==> src/design/lcf_pkg.sv <==
// Shared types and constants for the clipped fill command generator.
// No dependencies; imported by every module of the block.
`default_nettype none

package lcf_pkg;

   localparam int DEFAULT_PANEL_WIDTH  = 240;
   localparam int DEFAULT_PANEL_HEIGHT = 320;
   localparam int DEFAULT_QUEUE_DEPTH  = 2;

   localparam logic [7:0] RESET_COL_OPCODE  = 8'h2A;
   localparam logic [7:0] RESET_PAGE_OPCODE = 8'h2B;
   localparam logic [7:0] RESET_RAM_OPCODE  = 8'h2C;

   localparam logic [1:0] CSR_ROTATION  = 2'd0;
   localparam logic [1:0] CSR_COL_OP    = 2'd1;
   localparam logic [1:0] CSR_PAGE_OP   = 2'd2;
   localparam logic [1:0] CSR_RAM_OP    = 2'd3;

   localparam logic [1:0] CMD_PIXEL = 2'd0;
   localparam logic [1:0] CMD_VLINE = 2'd1;
   localparam logic [1:0] CMD_HLINE = 2'd2;
   localparam logic [1:0] CMD_RECT  = 2'd3;

   localparam logic [1:0] KIND_CMD  = 2'd0;
   localparam logic [1:0] KIND_DATA = 2'd1;
   localparam logic [1:0] KIND_RUN  = 2'd2;

   typedef struct packed {
      logic [1:0]         cmd;
      logic signed [15:0] pos_x;
      logic signed [15:0] pos_y;
      logic signed [15:0] extent_w;
      logic signed [15:0] extent_h;
      logic [15:0]        color;
   } req_payload_type;

   typedef struct packed {
      logic [1:0]  kind;
      logic [15:0] word;
      logic [29:0] run_count;
      logic        last;
   } rsp_payload_type;

   typedef struct packed {
      logic [1:0] rotation;
      logic [7:0] col_opcode;
      logic [7:0] page_opcode;
      logic [7:0] ram_opcode;
   } cfg_type;

   // One clipped request, ready to be sequenced out.
   typedef struct packed {
      logic [15:0] x0;
      logic [15:0] x1;
      logic [15:0] y0;
      logic [15:0] y1;
      logic [15:0] color;
      logic [14:0] count_w;
      logic [14:0] count_h;
   } entry_type;

endpackage

`default_nettype wire

==> src/design/lcf_front.sv <==
// Front end: accepts draw items, clips them against the visible area and
// pushes kept items into the queue. Depends on lcf_pkg.
`default_nettype none

module lcf_front #(
   parameter int PANEL_WIDTH  = lcf_pkg::DEFAULT_PANEL_WIDTH,
   parameter int PANEL_HEIGHT = lcf_pkg::DEFAULT_PANEL_HEIGHT
) (
   input  wire                    clock,
   input  wire                    reset,
   input  wire                    req_valid,
   output logic                   req_stall,
   input  lcf_pkg::req_payload_type req_payload,
   input  lcf_pkg::cfg_type       cfg,
   input  wire                    q_full,
   output logic                   q_push,
   output lcf_pkg::entry_type     q_data
);
   import lcf_pkg::*;

   localparam logic signed [17:0] PW = 18'(PANEL_WIDTH);
   localparam logic signed [17:0] PH = 18'(PANEL_HEIGHT);
   localparam logic signed [17:0] ONE = 18'sd1;
   localparam logic signed [17:0] ZERO = 18'sd0;
   localparam logic signed [17:0] EXT_MAX = 18'sd32767;

   function automatic logic [14:0] sat_count(input logic signed [17:0] e);
      logic [14:0] r;
      if (e <= ZERO) begin
         r = 15'd0;
      end else if (e > EXT_MAX) begin
         r = 15'h7FFF;
      end else begin
         r = e[14:0];
      end
      return r;
   endfunction

   logic signed [17:0] xs, ys, ws, hs, wd, ht;
   logic signed [17:0] x_end, y_end, w_clip, h_clip, x1_clip, y1_clip;
   logic               keep;

   always_comb begin
      xs = {{2{req_payload.pos_x[15]}}, req_payload.pos_x};
      ys = {{2{req_payload.pos_y[15]}}, req_payload.pos_y};
      ws = {{2{req_payload.extent_w[15]}}, req_payload.extent_w};
      hs = {{2{req_payload.extent_h[15]}}, req_payload.extent_h};
      wd = cfg.rotation[0] ? PH : PW;
      ht = cfg.rotation[0] ? PW : PH;

      x_end  = xs + ws - ONE;
      y_end  = ys + hs - ONE;
      w_clip = (x_end >= wd) ? (wd - xs) : ws;
      h_clip = (y_end >= ht) ? (ht - ys) : hs;
      x1_clip = xs + w_clip - ONE;
      y1_clip = ys + h_clip - ONE;

      q_data.x0    = req_payload.pos_x;
      q_data.y0    = req_payload.pos_y;
      q_data.color = req_payload.color;
      keep = (xs < wd) && (ys < ht);

      case (req_payload.cmd)
         CMD_PIXEL: begin
            keep = (xs >= ZERO) && (xs < wd) && (ys >= ZERO) && (ys < ht);
            q_data.x1 = 16'(xs + ONE);
            q_data.y1 = 16'(ys + ONE);
            q_data.count_w = 15'd1;
            q_data.count_h = 15'd1;
         end
         CMD_VLINE: begin
            q_data.x1 = req_payload.pos_x;
            q_data.y1 = y1_clip[15:0];
            q_data.count_w = 15'd1;
            q_data.count_h = sat_count(h_clip);
         end
         CMD_HLINE: begin
            q_data.x1 = x1_clip[15:0];
            q_data.y1 = req_payload.pos_y;
            q_data.count_w = sat_count(w_clip);
            q_data.count_h = 15'd1;
         end
         default: begin
            q_data.x1 = x1_clip[15:0];
            q_data.y1 = y1_clip[15:0];
            q_data.count_w = sat_count(w_clip);
            q_data.count_h = sat_count(h_clip);
         end
      endcase
   end

   assign req_stall = q_full;
   assign q_push    = req_valid && !req_stall && keep;

   assert property (@(posedge clock) disable iff (reset)
      q_push |-> !q_full)
      else $error("push into a full queue");

   assert property (@(posedge clock) disable iff (reset)
      (q_push && req_payload.cmd == CMD_PIXEL) |-> (q_data.count_w == 15'd1 &&
      q_data.count_h == 15'd1))
      else $error("pixel item with count other than one");

   assert property (@(posedge clock) disable iff (reset)
      q_push |-> (q_data.count_w <= 15'h7FFF && (req_valid && !req_stall)))
      else $error("push without an accepted item");

endmodule

`default_nettype wire

==> src/design/lcf_queue.sv <==
// Short FIFO of clipped items between the front end and the sequencer.
// Depends on lcf_pkg for the entry type.
`default_nettype none

module lcf_queue #(
   parameter int DEPTH = lcf_pkg::DEFAULT_QUEUE_DEPTH
) (
   input  wire                clock,
   input  wire                reset,
   input  wire                push,
   input  lcf_pkg::entry_type push_data,
   output logic               full,
   input  wire                pop,
   output lcf_pkg::entry_type pop_data,
   output logic               empty
);
   import lcf_pkg::*;

   localparam int PTR_W = $clog2(DEPTH);
   localparam int CNT_W = $clog2(DEPTH + 1);
   localparam logic [PTR_W-1:0] LAST_PTR = PTR_W'(DEPTH - 1);
   localparam logic [CNT_W-1:0] FULL_CNT = CNT_W'(DEPTH);

   entry_type        mem_ff [DEPTH];
   logic [PTR_W-1:0] wr_ptr_ff, wr_ptr_in, rd_ptr_ff, rd_ptr_in;
   logic [CNT_W-1:0] count_ff, count_in;
   logic             do_push, do_pop;

   assign full     = (count_ff == FULL_CNT);
   assign empty    = (count_ff == '0);
   assign do_push  = push && !full;
   assign do_pop   = pop && !empty;
   assign pop_data = mem_ff[rd_ptr_ff];

   always_comb begin
      wr_ptr_in = wr_ptr_ff;
      rd_ptr_in = rd_ptr_ff;
      count_in  = count_ff;
      if (do_push) begin
         wr_ptr_in = (wr_ptr_ff == LAST_PTR) ? '0 : wr_ptr_ff + 1'b1;
      end
      if (do_pop) begin
         rd_ptr_in = (rd_ptr_ff == LAST_PTR) ? '0 : rd_ptr_ff + 1'b1;
      end
      if (do_push && !do_pop) begin
         count_in = count_ff + 1'b1;
      end else if (do_pop && !do_push) begin
         count_in = count_ff - 1'b1;
      end
   end

   always_ff @(posedge clock) begin
      if (reset) begin
         wr_ptr_ff <= '0;
         rd_ptr_ff <= '0;
         count_ff  <= '0;
      end else begin
         wr_ptr_ff <= wr_ptr_in;
         rd_ptr_ff <= rd_ptr_in;
         count_ff  <= count_in;
      end
   end

   always_ff @(posedge clock) begin
      if (do_push) begin
         mem_ff[wr_ptr_ff] <= push_data;
      end
   end

   assert property (@(posedge clock) disable iff (reset)
      count_ff <= FULL_CNT)
      else $error("queue count overflow");

   assert property (@(posedge clock) disable iff (reset)
      (do_push && !do_pop) |=> !empty)
      else $error("queue empty after push");

   assert property (@(posedge clock) disable iff (reset)
      (empty && !do_push) |=> empty)
      else $error("queue filled without push");

endmodule

`default_nettype wire

==> src/design/lcf_back.sv <==
// Back end: takes clipped items from the queue and sends the eight result
// items of each through a registered output. Depends on lcf_pkg.
`default_nettype none

module lcf_back (
   input  wire                     clock,
   input  wire                     reset,
   input  lcf_pkg::cfg_type        cfg,
   input  wire                     q_empty,
   input  lcf_pkg::entry_type      q_data,
   output logic                    q_pop,
   output logic                    rsp_valid,
   input  wire                     rsp_stall,
   output lcf_pkg::rsp_payload_type rsp_payload
);
   import lcf_pkg::*;

   localparam logic [2:0] STEP_COL_CMD    = 3'd0;
   localparam logic [2:0] STEP_COL_START  = 3'd1;
   localparam logic [2:0] STEP_COL_END    = 3'd2;
   localparam logic [2:0] STEP_PAGE_CMD   = 3'd3;
   localparam logic [2:0] STEP_PAGE_START = 3'd4;
   localparam logic [2:0] STEP_PAGE_END   = 3'd5;
   localparam logic [2:0] STEP_RAM_CMD    = 3'd6;
   localparam logic [2:0] STEP_RUN        = 3'd7;

   entry_type       cur_ff, cur_in;
   logic            cur_valid_ff, cur_valid_in;
   logic [2:0]      step_ff, step_in;
   logic            rsp_valid_ff, rsp_valid_in;
   rsp_payload_type rsp_ff, rsp_in;
   logic            adv, load;

   assign adv   = cur_valid_ff && (!rsp_valid_ff || !rsp_stall);
   assign load  = !cur_valid_ff || (adv && step_ff == STEP_RUN);
   assign q_pop = load && !q_empty;

   always_comb begin
      cur_in       = cur_ff;
      cur_valid_in = cur_valid_ff;
      step_in      = step_ff;
      if (adv) begin
         step_in = (step_ff == STEP_RUN) ? STEP_COL_CMD : step_ff + 3'd1;
      end
      if (load) begin
         cur_valid_in = !q_empty;
         cur_in       = q_data;
      end
   end

   always_comb begin
      rsp_in = '0;
      case (step_ff)
         STEP_COL_CMD: begin
            rsp_in.kind = KIND_CMD;
            rsp_in.word = {8'd0, cfg.col_opcode};
         end
         STEP_COL_START: begin
            rsp_in.kind = KIND_DATA;
            rsp_in.word = cur_ff.x0;
         end
         STEP_COL_END: begin
            rsp_in.kind = KIND_DATA;
            rsp_in.word = cur_ff.x1;
         end
         STEP_PAGE_CMD: begin
            rsp_in.kind = KIND_CMD;
            rsp_in.word = {8'd0, cfg.page_opcode};
         end
         STEP_PAGE_START: begin
            rsp_in.kind = KIND_DATA;
            rsp_in.word = cur_ff.y0;
         end
         STEP_PAGE_END: begin
            rsp_in.kind = KIND_DATA;
            rsp_in.word = cur_ff.y1;
         end
         STEP_RAM_CMD: begin
            rsp_in.kind = KIND_CMD;
            rsp_in.word = {8'd0, cfg.ram_opcode};
         end
         STEP_RUN: begin
            rsp_in.kind      = KIND_RUN;
            rsp_in.word      = cur_ff.color;
            rsp_in.run_count = {15'd0, cur_ff.count_w} * {15'd0, cur_ff.count_h};
            rsp_in.last      = 1'b1;
         end
         default: begin
            rsp_in = '0;
         end
      endcase
   end

   always_comb begin
      rsp_valid_in = rsp_valid_ff;
      if (adv) begin
         rsp_valid_in = 1'b1;
      end else if (!rsp_stall) begin
         rsp_valid_in = 1'b0;
      end
   end

   always_ff @(posedge clock) begin
      if (reset) begin
         cur_valid_ff <= 1'b0;
         step_ff      <= STEP_COL_CMD;
         rsp_valid_ff <= 1'b0;
      end else begin
         cur_valid_ff <= cur_valid_in;
         step_ff      <= step_in;
         rsp_valid_ff <= rsp_valid_in;
      end
   end

   always_ff @(posedge clock) begin
      cur_ff <= cur_in;
      if (adv) begin
         rsp_ff <= rsp_in;
      end
   end

   assign rsp_valid   = rsp_valid_ff;
   assign rsp_payload = rsp_ff;

   assert property (@(posedge clock) disable iff (reset)
      (rsp_valid_ff && rsp_ff.last) |-> rsp_ff.kind == KIND_RUN)
      else $error("last flag on a non-run item");

   assert property (@(posedge clock) disable iff (reset)
      !cur_valid_ff |-> step_ff == STEP_COL_CMD)
      else $error("sequencer idle in mid-item");

   assert property (@(posedge clock) disable iff (reset)
      (adv && step_ff == STEP_RUN) |=> (rsp_valid_ff && rsp_ff.last))
      else $error("run item not presented");

   assert property (@(posedge clock) disable iff (reset)
      (q_pop && !cur_valid_ff) |=> (cur_valid_ff && step_ff == STEP_COL_CMD))
      else $error("popped item not loaded");

endmodule

`default_nettype wire

==> src/design/lcd_clipped_fill_command_gen.sv <==
// Clipped fill command generator: an accepted item is written into the queue,
// then loaded into the current-item register, and each result is registered.
// The output sequencer sends one result per cycle while the output is not stalled;
// the queue takes new items meanwhile until it is full. Dropped items are not queued.
// Reset is synchronous, active high; registers return to rotation 0 and
// opcodes 0x2A/0x2B/0x2C, queue and sequencer empty.
`default_nettype none

module lcd_clipped_fill_command_gen #(
   parameter int PANEL_WIDTH  = lcf_pkg::DEFAULT_PANEL_WIDTH,
   parameter int PANEL_HEIGHT = lcf_pkg::DEFAULT_PANEL_HEIGHT,
   parameter int QUEUE_DEPTH  = lcf_pkg::DEFAULT_QUEUE_DEPTH
) (
   input  wire                      clock,
   input  wire                      reset,
   input  wire                      req_valid,
   output logic                     req_stall,
   input  lcf_pkg::req_payload_type req_payload,
   output logic                     rsp_valid,
   input  wire                      rsp_stall,
   output lcf_pkg::rsp_payload_type rsp_payload,
   input  wire                      csr_valid,
   output logic                     csr_ready,
   input  wire [1:0]                csr_index,
   input  wire [7:0]                csr_data
);
   import lcf_pkg::*;

   cfg_type   cfg_ff, cfg_in;
   logic      q_full, q_empty, q_push, q_pop;
   entry_type q_wr_data, q_rd_data;

   assign csr_ready = 1'b1;

   always_comb begin
      cfg_in = cfg_ff;
      if (csr_valid && csr_ready) begin
         case (csr_index)
            CSR_ROTATION: cfg_in.rotation    = csr_data[1:0];
            CSR_COL_OP:   cfg_in.col_opcode  = csr_data;
            CSR_PAGE_OP:  cfg_in.page_opcode = csr_data;
            CSR_RAM_OP:   cfg_in.ram_opcode  = csr_data;
            default:      cfg_in = cfg_ff;
         endcase
      end
   end

   always_ff @(posedge clock) begin
      if (reset) begin
         cfg_ff.rotation    <= 2'd0;
         cfg_ff.col_opcode  <= RESET_COL_OPCODE;
         cfg_ff.page_opcode <= RESET_PAGE_OPCODE;
         cfg_ff.ram_opcode  <= RESET_RAM_OPCODE;
      end else begin
         cfg_ff <= cfg_in;
      end
   end

   lcf_front #(
      .PANEL_WIDTH (PANEL_WIDTH),
      .PANEL_HEIGHT(PANEL_HEIGHT)
   ) u_front (
      .clock      (clock),
      .reset      (reset),
      .req_valid  (req_valid),
      .req_stall  (req_stall),
      .req_payload(req_payload),
      .cfg        (cfg_ff),
      .q_full     (q_full),
      .q_push     (q_push),
      .q_data     (q_wr_data)
   );

   lcf_queue #(
      .DEPTH(QUEUE_DEPTH)
   ) u_queue (
      .clock    (clock),
      .reset    (reset),
      .push     (q_push),
      .push_data(q_wr_data),
      .full     (q_full),
      .pop      (q_pop),
      .pop_data (q_rd_data),
      .empty    (q_empty)
   );

   lcf_back u_back (
      .clock      (clock),
      .reset      (reset),
      .cfg        (cfg_ff),
      .q_empty    (q_empty),
      .q_data     (q_rd_data),
      .q_pop      (q_pop),
      .rsp_valid  (rsp_valid),
      .rsp_stall  (rsp_stall),
      .rsp_payload(rsp_payload)
   );

endmodule

`default_nettype wire
==> config.mk <==
export PLATFORM = sky130hd
export DESIGN_NAME = lcd_clipped_fill_command_gen
export DESIGN_NICKNAME = d
export VERILOG_FILES = /design/src/design/lcf_pkg.sv /design/src/design/lcf_front.sv /design/src/design/lcf_queue.sv /design/src/design/lcf_back.sv /design/src/design/lcd_clipped_fill_command_gen.sv
export SDC_FILE = /design/constraint.sdc
export NUM_CORES = 1
export LEC_CHECK = 0
export ABC_AREA = 1
export BUFFER_PORTS_ARGS = -buffer_cell sky130_fd_sc_hd__buf_4
export CORE_MARGIN = 2
export CORE_UTILIZATION = 40
export DETAILED_ROUTE_END_ITERATION = 12
export PLACE_DENSITY = 0.55
export SLEW_MARGIN = 40
export SYNTH_ARGS = -nofsm -noshare
export SYNTH_HDL_FRONTEND = slang
export SYNTH_HIERARCHICAL = 1
export SYNTH_SLANG_ARGS = --single-unit
==> constraint.sdc <==
create_clock -name clock -period 7.5 [get_ports clock]
set_input_delay 0.75 -clock clock [delete_from_list [all_inputs] [get_ports clock]]
set_output_delay 0.75 -clock clock [all_outputs]
set_load 0.02 [all_outputs]
== Word level (Yosys, flattened, before mapping) ==
Memories as Yosys holds them, arrays and structs flattened. A register that Yosys moved wholly into a read port is not among the register bits.
Index checks and enable logic that the tools add are counted.

* Bits of input ports: 97
* Memories: 1
* Register bits: 83
* Memory bits (writable): 220
* Logic and storage cells: 111
* Output and inout port bits: 52

{| class="wikitable"
|+ Memory list
! name !! words !! width !! read ports !! clocked after Yosys merged registers in !! wr ports !! line !! source
|-
| u_queue.mem_ff || 2 || 110 || 1 || 1 || 1 || lcf_queue.sv:24 || <nowiki>entry_type mem_ff [DEPTH];</nowiki>
|}

* Multipliers: 1
* Order comparisons: 10
* Reductions and logical operators: 31
* Mux-type cells: 23
* Add/subtract/negate cells: 17
* Eq/ne operators: 14

{| class="wikitable"
|+ Operators by type and width
! cell !! number
|-
| one-hot mux 18 bit (8 select lines) || 1
|-
| one-hot mux 30 bit (3 select lines) || 1
|-
| one-hot mux 16 bit (2 select lines) || 2
|-
| two-way mux 15 bit || 4
|-
| greater-or-equal comparator 18 bit || 2
|-
| greater-than comparator 18 x 16 -> 1 bit (second input constant) || 2
|-
| <= comparator 18 x 1 -> 1 bit (second input constant) || 2
|-
| two-way mux 18 bit || 2
|-
| subtractor 18 x 2 -> 18 bit (second input constant) || 2
|-
| adder 16 x 16 -> 17 bit || 2
|-
| subtractor 10 x 16 -> 17 bit || 2
|-
| adder 16 bit || 2
|-
| adder 16 x 2 -> 16 bit (second input constant) || 2
|-
| greater-or-equal comparator 16 x 1 -> 1 bit (second input constant) || 2
|-
| less-than comparator 16 x 10 -> 1 bit || 2
|-
| subtractor 16 x 2 -> 16 bit (second input constant) || 2
|-
| multiplier 15 x 15 -> 30 bit || 1
|-
| two-way mux 9 bit || 2
|-
| logical AND 1 bit || 13
|-
| equality test 3 bit (second input constant) || 4
|-
| equality test 2 bit (second input constant) || 4
|-
| two-way mux 1 bit || 8
|-
| AND reduction 2 bit || 4
|-
| zero test 1 bit || 7
|-
| other kinds (14) || 21
|}

== Longest topological paths before layout ==
Gate-level depths: netlist of the first run.

* Word-level depth: 12
* Depth in mapped cells: 45
* Depth with buffers taken out: 44

== Modules after synthesis ==
Netlist of the first run, hierarchy kept.

{| class="wikitable"
|+ By module, submodules not included
! module !! seq. area each (µm²) !! cells each !! times used !! area an instance (µm²)
|-
| lcf_back || 4,874.7 || 1,574 || 1 || 14,088.5
|-
| lcf_queue || 6,706.4 || 379 || 1 || 8,220.4
|-
| lcf_front || 0.0 || 1,456 || 1 || 8,100.3
|-
| lcd_clipped_fill_command_gen || 520.5 || 154 || 1 || 1,144.8
|}

== Worst setup path after synthesis of the first run ==
OpenSTA, ideal clock, no wires.

* Path type: input to register
* Start point: in req_payload[72] (netlist bit)
* End point: mem u_queue/mem_ff[0][0] (netlist bit), enable pin
* Stages: 12
* Path slack: -0.106 ns
* Data arrival time: 7.025 ns
* Data required time: 6.920 ns
* Setup time: 0.580 ns
* Buffers on the path: 0
* Cells stage by stage: inv_1 > ha_1 > nand2_1 > nor3_1 > nand3_1 > nand2_1 > nand2_1 > nor2_1 > a31oi_1 > a2111oi_0 > o21ai_2 > nor2_1

* Cells in the longest elaborated chain, start to end: 9
* Elaborated cells on any way between the ends: 11
* Classes of those cells: order compare (2); mux (3); reduce/logical (6)

{| class="wikitable"
|+ Ends and longest elaborated chain
! element !! line !! source
|-
| start: declaration || lcd_clipped_fill_command_gen.sv:18 || <nowiki>input lcf_pkg::req_payload_type req_payload,</nowiki>
|-
| greater-or-equal comparator 16 x 1 -> 1 bit or less-than comparator 16 x 10 -> 1 bit (tied branches) || lcf_front.sv:65, lcf_front.sv:61 ||
|-
| logical AND 1 bit (3 in series) || lcf_front.sv:65 || <nowiki>keep = (xs >= ZERO) && (xs < wd) && (ys >= ZERO) && (ys < ht);</nowiki>
|-
| two-way mux 1 bit (*) || lcf_front.sv:63 || <nowiki>case (req_payload.cmd)</nowiki>
|-
| logical AND 1 bit (*) || lcf_front.sv:93 || <nowiki>assign q_push = req_valid && !req_stall && keep;</nowiki>
|-
| net q_push || lcd_clipped_fill_command_gen.sv:30 || <nowiki>logic q_full, q_empty, q_push, q_pop;</nowiki>
|-
| logical AND 1 bit (*) || lcf_queue.sv:31 || <nowiki>assign do_push = push && !full;</nowiki>
|-
| two-way mux 1 bit (*) || lcf_queue.sv:65 || <nowiki>if (do_push) begin</nowiki>
|-
| two-way mux 1 bit (not written as such) (*) || lcf_queue.sv:66 || <nowiki>mem_ff[wr_ptr_ff] <= push_data;</nowiki>
|-
| end: declaration || lcf_queue.sv:24 ||
|}

The timed path passes the listed nets; every way through them passes the cells marked *.

==> run_summary.xml, run 1 <==
<?xml version="1.0" encoding="UTF-8"?>
<metrics>
  <group name="outcome">
    <metric name="run_status" unit="">completed</metric>
  </group>
  <group name="cts">
    <metric name="cts_buffers" unit="">44</metric>
    <metric name="cts_root_buf" unit="">sky130_fd_sc_hd__clkbuf_16</metric>
    <metric name="cts_sinks" unit="">414</metric>
    <metric name="cts_max_path_bufs" unit="">3</metric>
    <metric name="cts_setup_buffers" unit="">0</metric>
    <metric name="ctsResizeCount" unit="">0</metric>
    <metric name="tritoncts" unit="">done</metric>
    <metric name="cts.hold.buffers_added" unit="">0</metric>
    <metric name="cts.htree.levels" unit="">2</metric>
    <metric name="clk_latency" unit="ns">0.60</metric>
    <metric name="clk_pin_slew_worst_paths" unit="ns">0.06</metric>
  </group>
  <group name="route">
    <metric name="antenna_left" unit="">0</metric>
    <metric name="route.detailed.vias_per_inst" unit="">4.82</metric>
    <metric name="wl_per_cell" unit="um">17.1</metric>
    <metric name="drcViolationCount" unit="">0</metric>
    <metric name="drt_first_iter_violations" unit="">1539</metric>
    <metric name="dr_total_vias" unit="">22641</metric>
    <metric name="drt_first_pass_iters" unit="">6</metric>
    <metric name="totalWireLength" unit="mm">80.1</metric>
  </group>
  <group name="worst_setup_path">
    <metric name="criticalPathCategory" unit="">in2reg</metric>
    <metric name="critical_path.slowest_cell" unit="">sky130_fd_sc_hd__fa_1</metric>
    <metric name="worst_r2r_endpoint" unit="">u_back/rsp_payload[17]</metric>
    <metric name="timing.critical_path.buf_inv" unit="">7</metric>
    <metric name="cp_top_family" unit="">simple AND/OR/NAND/NOR gates</metric>
    <metric name="critical-path-max-stage-delay" unit="ns">0.49</metric>
    <metric name="crit_path_start_kind" unit="">input port</metric>
    <metric name="worst_r2r_startpoint" unit="">u_back/cur_ff[20]</metric>
    <metric name="worst_path_most_repeated_cell" unit="">sky130_fd_sc_hd__nand2_1</metric>
    <metric name="crit_path_max_fanout" unit="">17</metric>
    <metric name="worst-path-stages" unit="">43</metric>
    <metric name="cp-startpoint" unit="">req_payload[48]</metric>
    <metric name="timing.critical_path.arrival" unit="ns">6.52</metric>
    <metric name="setup.reg_to_reg.worst_slack" unit="ns">1.39</metric>
    <metric name="worstPathRequired" unit="ns">7.82</metric>
    <metric name="critPathCaptureType" unit="">flip-flop</metric>
    <metric name="reg2reg_depth" unit="">20</metric>
    <metric name="worstSetupEndpoint" unit="">u_queue/mem_ff[1][58]</metric>
  </group>
  <group name="floorplan">
    <metric name="die_area" unit="um2">81000</metric>
    <metric name="floorplan.core_area" unit="um2">77700</metric>
    <metric name="num_ports" unit="">149</metric>
    <metric name="die_w" unit="um">285</metric>
    <metric name="initial_utilization" unit="%">40.5</metric>
    <metric name="rows" unit="">102</metric>
    <metric name="die_h" unit="um">285</metric>
  </group>
  <group name="finish">
    <metric name="area_growth" unit="%">9.76</metric>
    <metric name="post_layout_net_count" unit="">4135</metric>
    <metric name="final_design_area_no_fill" unit="um2">34600</metric>
    <metric name="fillcell_total" unit="">7650</metric>
    <metric name="final_layout_size_suffix_gt1_share" unit="%">11.7</metric>
    <metric name="ff_latch_area" unit="um2">12100</metric>
    <metric name="multi_input_area" unit="um2">15600</metric>
    <metric name="finish.utilization" unit="%">44.5</metric>
  </group>
  <group name="grt">
    <metric name="grt_start_max_net_pins" unit="">111</metric>
    <metric name="gr-usage-all-layers" unit="%">20.0</metric>
    <metric name="grt_pass1_vias" unit="">22468</metric>
    <metric name="grt_first_pass_wirelength" unit="mm">127</metric>
    <metric name="residual_overflow_from_global_routing" unit="">0</metric>
    <metric name="antenna_found_initial" unit="">1</metric>
  </group>
  <group name="sta">
    <metric name="timing.clock.skew" unit="ns">0.0606</metric>
    <metric name="setup_repair_after_global_routing_missed_its_margin" unit="">false</metric>
    <metric name="worst-slew-pin-transition" unit="ns">0.837</metric>
    <metric name="final.min_clock_period" unit="ns">6.20</metric>
    <metric name="worst_slew_margin_rel" unit="%">44.0</metric>
    <metric name="hold_viol" unit="">0</metric>
    <metric name="max_freq" unit="MHz">161</metric>
    <metric name="whs" unit="ns">0.334</metric>
    <metric name="final.period_utilization" unit="%">82.6</metric>
    <metric name="timing_max_transition_violations_final" unit="">0</metric>
    <metric name="setup_viol_count_final" unit="">0</metric>
  </group>
  <group name="placement">
    <metric name="count_of_input_and_output_buffers" unit="">147</metric>
    <metric name="globalplace.congestion" unit="">0.907</metric>
    <metric name="dpl-instance-area" unit="um2">33200</metric>
    <metric name="dp_hpwl" unit="mm">62.2</metric>
  </group>
  <group name="worst_hold_path">
    <metric name="min-delay-path-class" unit="">in2reg</metric>
  </group>
  <group name="synthesis">
    <metric name="syn_area_per_cell" unit="um2">8.86</metric>
    <metric name="synth_area" unit="um2">31500</metric>
    <metric name="mappedNetlistNets" unit="">4066</metric>
    <metric name="postSynthCellCount" unit="">3557</metric>
    <metric name="synthesis.yosys.warnings" unit="">6</metric>
  </group>
  <group name="job">
    <metric name="maxCapViolations" unit="">0</metric>
  </group>
</metrics>
==> worst min-delay path by stage <==
stage	start	end	slack [ns]	cells past startpoint
2_1_floorplan	cfg_ff[11]	cfg_ff[11]	0.43	2
3_5_place_dp	cfg_ff[9]	cfg_ff[9]	0.45	2
6_report	req_payload[0]	u_queue/mem_ff[0][30]	0.33	1
4_1_cts	req_payload[0]	u_queue/mem_ff[0][30]	0.30	1
3_3_place_gp	cfg_ff[21]	cfg_ff[21]	0.44	2
5_1_grt	req_payload[0]	u_queue/mem_ff[0][30]	0.30	1
==> stage by stage <==
stage	cells	setup WS (ns)	setup TNS, ns
after CTS	4696	1.34	0
after global placement	4620	0.918	0
after global routing	4696	0.626	0
after floorplan	3557	-0.106	-23.29
final	4697	1.30	0
after detailed placement	4620	0.770	0
==> cell usage in the layout, fill, tap and decap left out, types with 10 or more instances in the layout <==
cell type                   instances
sky130_fd_sc_hd__nor2_4            16
sky130_fd_sc_hd__inv_2             14
sky130_fd_sc_hd__clkinv_1          10
sky130_fd_sc_hd__a221oi_1          14
sky130_fd_sc_hd__nand3_1          125
sky130_fd_sc_hd__xor2_1            33
sky130_fd_sc_hd__edfxtp_1         379
sky130_fd_sc_hd__nand3_2           10
sky130_fd_sc_hd__nor2_2            20
sky130_fd_sc_hd__clkbuf_16         44
sky130_fd_sc_hd__nand2_2           15
sky130_fd_sc_hd__nand3b_1          10
sky130_fd_sc_hd__dfxtp_1           34
sky130_fd_sc_hd__mux2_2           110
sky130_fd_sc_hd__fa_1             171
sky130_fd_sc_hd__ha_1             240
sky130_fd_sc_hd__nand2_1          900
sky130_fd_sc_hd__nand4_1           28
sky130_fd_sc_hd__buf_4            151
sky130_fd_sc_hd__a21oi_1          122
sky130_fd_sc_hd__nor2_1           227
sky130_fd_sc_hd__o21ai_0           60
sky130_fd_sc_hd__nor3_1            25
sky130_fd_sc_hd__inv_1            761
sky130_fd_sc_hd__xnor2_1           17
==> sequential cells by signal, summed over array words and instances, names as in the netlist, named ones only <==
register	flops
u_back/cur_ff	110
u_queue/count_ff	2
u_back/cur_valid_ff	1
u_back/step_ff	3
u_queue/rd_ptr_ff	1
u_queue/wr_ptr_ff	1
cfg_ff	25
u_queue/mem_ff	220
u_back/rsp_payload	49
u_back/rsp_valid	1
==> final cells by class <==
class / instances / area share, %
Sequential cell: 414 / 34.9
Multi-Input combinational cell: 2231 / 45.2
Clock inverter: 26 / 0.854
Clock buffer: 50 / 3.25
Inverter: 780 / 8.49
Antenna cell: 1 / 0.00724
Timing Repair Buffer: 155 / 3.46
Tap cell: 1040 / 3.76
==> per-layer routing <==
layer | part of all wire, % | GRT usage [%] | vias to the layer above
li1 | - | - | 11304
met1 | 48 | 29.4 | 10714
met2 | 44 | 31.4 | 541
met3 | 5.8 | 2.80 | 82
met4 | 1.8 | 4.37 | 0
met5 | 0 | 0 | -
Power of run 1 is left out: the tool's default activity adds up to more than one toggle a clock period on the data nets, which glitch-free logic cannot reach.
==> run 2, diff against run 1 <==
Settings changed: PLACE_DENSITY 0.55 to 0.53.
Clock period 7.5 ns to 6.1 ns, I/O delays scaled along.
==> run 2 against run 1 <==
  * Clock skew down 0.034 ns
  * Non-clock buffer count rose by 77
  * Flip-flop and latch count unchanged
  * Final area grew 1.8%
  * Count of clock-buffer cells in the layout increased by 2
  * Final cell count is 1.7% higher
==> run_summary.xml, run 2 (synthesis results as in run 1) <==
<?xml version="1.0" encoding="UTF-8"?>
<metrics>
  <group name="floorplan">
    <metric name="initial_utilization" unit="%">40.5</metric>
    <metric name="die_area" unit="um2">81000</metric>
    <metric name="rows" unit="">102</metric>
    <metric name="floorplan.core_area" unit="um2">77700</metric>
    <metric name="die_w" unit="um">285</metric>
    <metric name="die_h" unit="um">285</metric>
    <metric name="num_ports" unit="">149</metric>
  </group>
  <group name="worst_setup_path">
    <metric name="cp_top_family" unit="">adder cells</metric>
    <metric name="crit_path_start_kind" unit="">flip-flop</metric>
    <metric name="timing.critical_path.buf_inv" unit="">3</metric>
    <metric name="cp-startpoint" unit="">u_back/cur_ff[1]</metric>
    <metric name="worstPathRequired" unit="ns">6.42</metric>
    <metric name="critPathCaptureType" unit="">flip-flop</metric>
    <metric name="setup.reg_to_reg.worst_slack" unit="ns">0.34</metric>
    <metric name="reg2reg_depth" unit="">19</metric>
    <metric name="criticalPathCategory" unit="">reg2reg</metric>
    <metric name="crit_path_max_fanout" unit="">15</metric>
    <metric name="cell_chain_critical_path" unit="">nand2_1, fa_1, fa_1, inv_1, fa_1, fa_1, fa_1, inv_1, fa_1, inv_1, ha_1, nand2_1, nor2_1, and2_1, nand3_1, nand3_1, nand2_1, nand2_1, nor2_1</metric>
    <metric name="critical_path.slowest_cell" unit="">sky130_fd_sc_hd__edfxtp_1</metric>
    <metric name="worst_r2r_endpoint" unit="">u_back/rsp_payload[25]</metric>
    <metric name="worst_r2r_startpoint" unit="">u_back/cur_ff[1]</metric>
    <metric name="timing.critical_path.arrival" unit="ns">6.08</metric>
    <metric name="critical-path-max-stage-delay" unit="ns">0.76</metric>
    <metric name="worst_path_most_repeated_cell" unit="">sky130_fd_sc_hd__fa_1</metric>
  </group>
  <group name="cts">
    <metric name="cts_root_buf" unit="">sky130_fd_sc_hd__clkbuf_16</metric>
    <metric name="cts_buffers" unit="">43</metric>
    <metric name="cts.hold.buffers_added" unit="">0</metric>
    <metric name="cts_sinks" unit="">414</metric>
    <metric name="cts.htree.levels" unit="">2</metric>
    <metric name="clk_pin_slew_worst_paths" unit="ns">0.06</metric>
    <metric name="tritoncts" unit="">done</metric>
    <metric name="clk_latency" unit="ns">0.57</metric>
    <metric name="cts_max_path_bufs" unit="">3</metric>
  </group>
  <group name="placement">
    <metric name="dp_hpwl" unit="mm">63.7</metric>
    <metric name="count_of_input_and_output_buffers" unit="">147</metric>
    <metric name="dpl-instance-area" unit="um2">33700</metric>
    <metric name="globalplace.congestion" unit="">0.900</metric>
  </group>
  <group name="grt">
    <metric name="grt_first_pass_wirelength" unit="mm">126</metric>
    <metric name="grt_start_max_net_pins" unit="">75</metric>
    <metric name="antenna_found_initial" unit="">4</metric>
    <metric name="gr-usage-all-layers" unit="%">19.8</metric>
    <metric name="residual_overflow_from_global_routing" unit="">0</metric>
    <metric name="grt_pass1_vias" unit="">22180</metric>
  </group>
  <group name="finish">
    <metric name="fillcell_total" unit="">7616</metric>
    <metric name="largest_register_ff_count" unit="">220</metric>
    <metric name="post_layout_net_count" unit="">4211</metric>
    <metric name="layout.cells.most_common" unit="">sky130_fd_sc_hd__nand2_1</metric>
    <metric name="finish.utilization" unit="%">45.3</metric>
    <metric name="ff_latch_area" unit="um2">12100</metric>
    <metric name="final_layout_size_suffix_gt1_share" unit="%">13.5</metric>
    <metric name="final_design_area_no_fill" unit="um2">35200</metric>
    <metric name="area_growth" unit="%">11.8</metric>
    <metric name="layout.cells.most_common_list" unit="">900 x sky130_fd_sc_hd__nand2_1, 761 x sky130_fd_sc_hd__inv_1, 379 x sky130_fd_sc_hd__edfxtp_1</metric>
    <metric name="multi_input_area" unit="um2">15600</metric>
    <metric name="registers.top_by_ff_count" unit="">u_queue/mem_ff</metric>
  </group>
  <group name="worst_hold_path">
    <metric name="min-delay-path-class" unit="">in2reg</metric>
    <metric name="source_of_the_worst_hold_timing_path" unit="">req_payload[12]</metric>
    <metric name="hold_depth" unit="">1</metric>
    <metric name="holdPathEnd" unit="">u_queue/mem_ff[1][42]</metric>
  </group>
  <group name="sta">
    <metric name="hold_viol" unit="">0</metric>
    <metric name="setup_viol_count_final" unit="">0</metric>
    <metric name="setup_repair_after_global_routing_missed_its_margin" unit="">false</metric>
    <metric name="final.period_utilization" unit="%">94.4</metric>
    <metric name="worst-slew-pin-transition" unit="ns">0.787</metric>
    <metric name="worst_slew_margin_rel" unit="%">47.3</metric>
    <metric name="final.min_clock_period" unit="ns">5.76</metric>
    <metric name="timing_max_transition_violations_final" unit="">0</metric>
    <metric name="max_freq" unit="MHz">174</metric>
    <metric name="timing.clock.skew" unit="ns">0.0267</metric>
  </group>
  <group name="job">
    <metric name="maxCapViolations" unit="">0</metric>
  </group>
  <group name="route">
    <metric name="wl_per_cell" unit="um">16.7</metric>
    <metric name="totalWireLength" unit="mm">80.0</metric>
    <metric name="drt_first_iter_violations" unit="">1680</metric>
    <metric name="drt_first_pass_iters" unit="">6</metric>
    <metric name="antenna_left" unit="">0</metric>
    <metric name="drcViolationCount" unit="">0</metric>
    <metric name="dr_total_vias" unit="">22796</metric>
    <metric name="route.detailed.vias_per_inst" unit="">4.77</metric>
  </group>
  <group name="outcome">
    <metric name="run_status" unit="">completed</metric>
  </group>
</metrics>
## run 2: changes by cell type in the layout (fill, tap and decap cells not counted), sizes merged
| cell | before | now |
|---|---|---|
| bufinv | 4 | 5 |
| buf | 155 | 232 |
| clkbuf | 50 | 52 |
| clkinv | 20 | 21 |
| clkinvlp | 3 | 2 |
## run 2: layout make-up
class,instances,area share [%]
antenna,1,0.00710
multi-input combinational,2231,44.4
clock buffer,52,3.18
clock inverter,27,0.863
timing repair buffer,232,5.19
inverter,780,8.34
sequential,414,34.3
tap,1040,3.69
## run 2: worst max path at each step
| stage | end | slack [ns] | depth (start not counted) |
|---|---|---|---|
| 2_1_floorplan | u_queue/mem_ff[0][0] | -1.37 | 12 |
| 3_3_place_gp | u_queue/mem_ff[0][59] | 0.09 | 45 |
| 3_5_place_dp | u_queue/mem_ff[1][91] | 0.02 | 38 |
| 4_1_cts | u_back/rsp_payload[22] | 0.23 | 25 |
| 5_1_grt | u_queue/mem_ff[0][59] | 0.01 | 44 |
| 6_report | u_back/rsp_payload[25] | 0.34 | 19 |
## run 2: per-layer routing
layer  up-vias  wire, um  track usage [%]
li1      11454         -                -
met1     10687     39800             30.3
met2       563     33900             29.8
met3        90      4580             2.42
met4         2      1740             4.63
met5         -        16                0
## run 2: timing repair
| action | CTS | global route |
|---|---|---|
| hold endpoints to repair | 0 | 0 |
| setup endpoints to repair | 0 | 11 |
| resized for setup | 0 | 0 |
| setup buffers | 0 | 10 |
## run 2: metrics by stage
step	setup TNS [ns]	std cells	setup WS (ns)	hold slack, ns
after global placement	0	4684	0.0860	0.443
final	0	4777	0.344	0.218
after detailed placement	0	4684	0.0210	0.448
after global routing	0	4777	0.0126	0.182
after CTS	0	4763	0.228	0.181
after floorplan	-300.49	3557	-1.37	0.429
Power of run 2 is left out for the same reason.
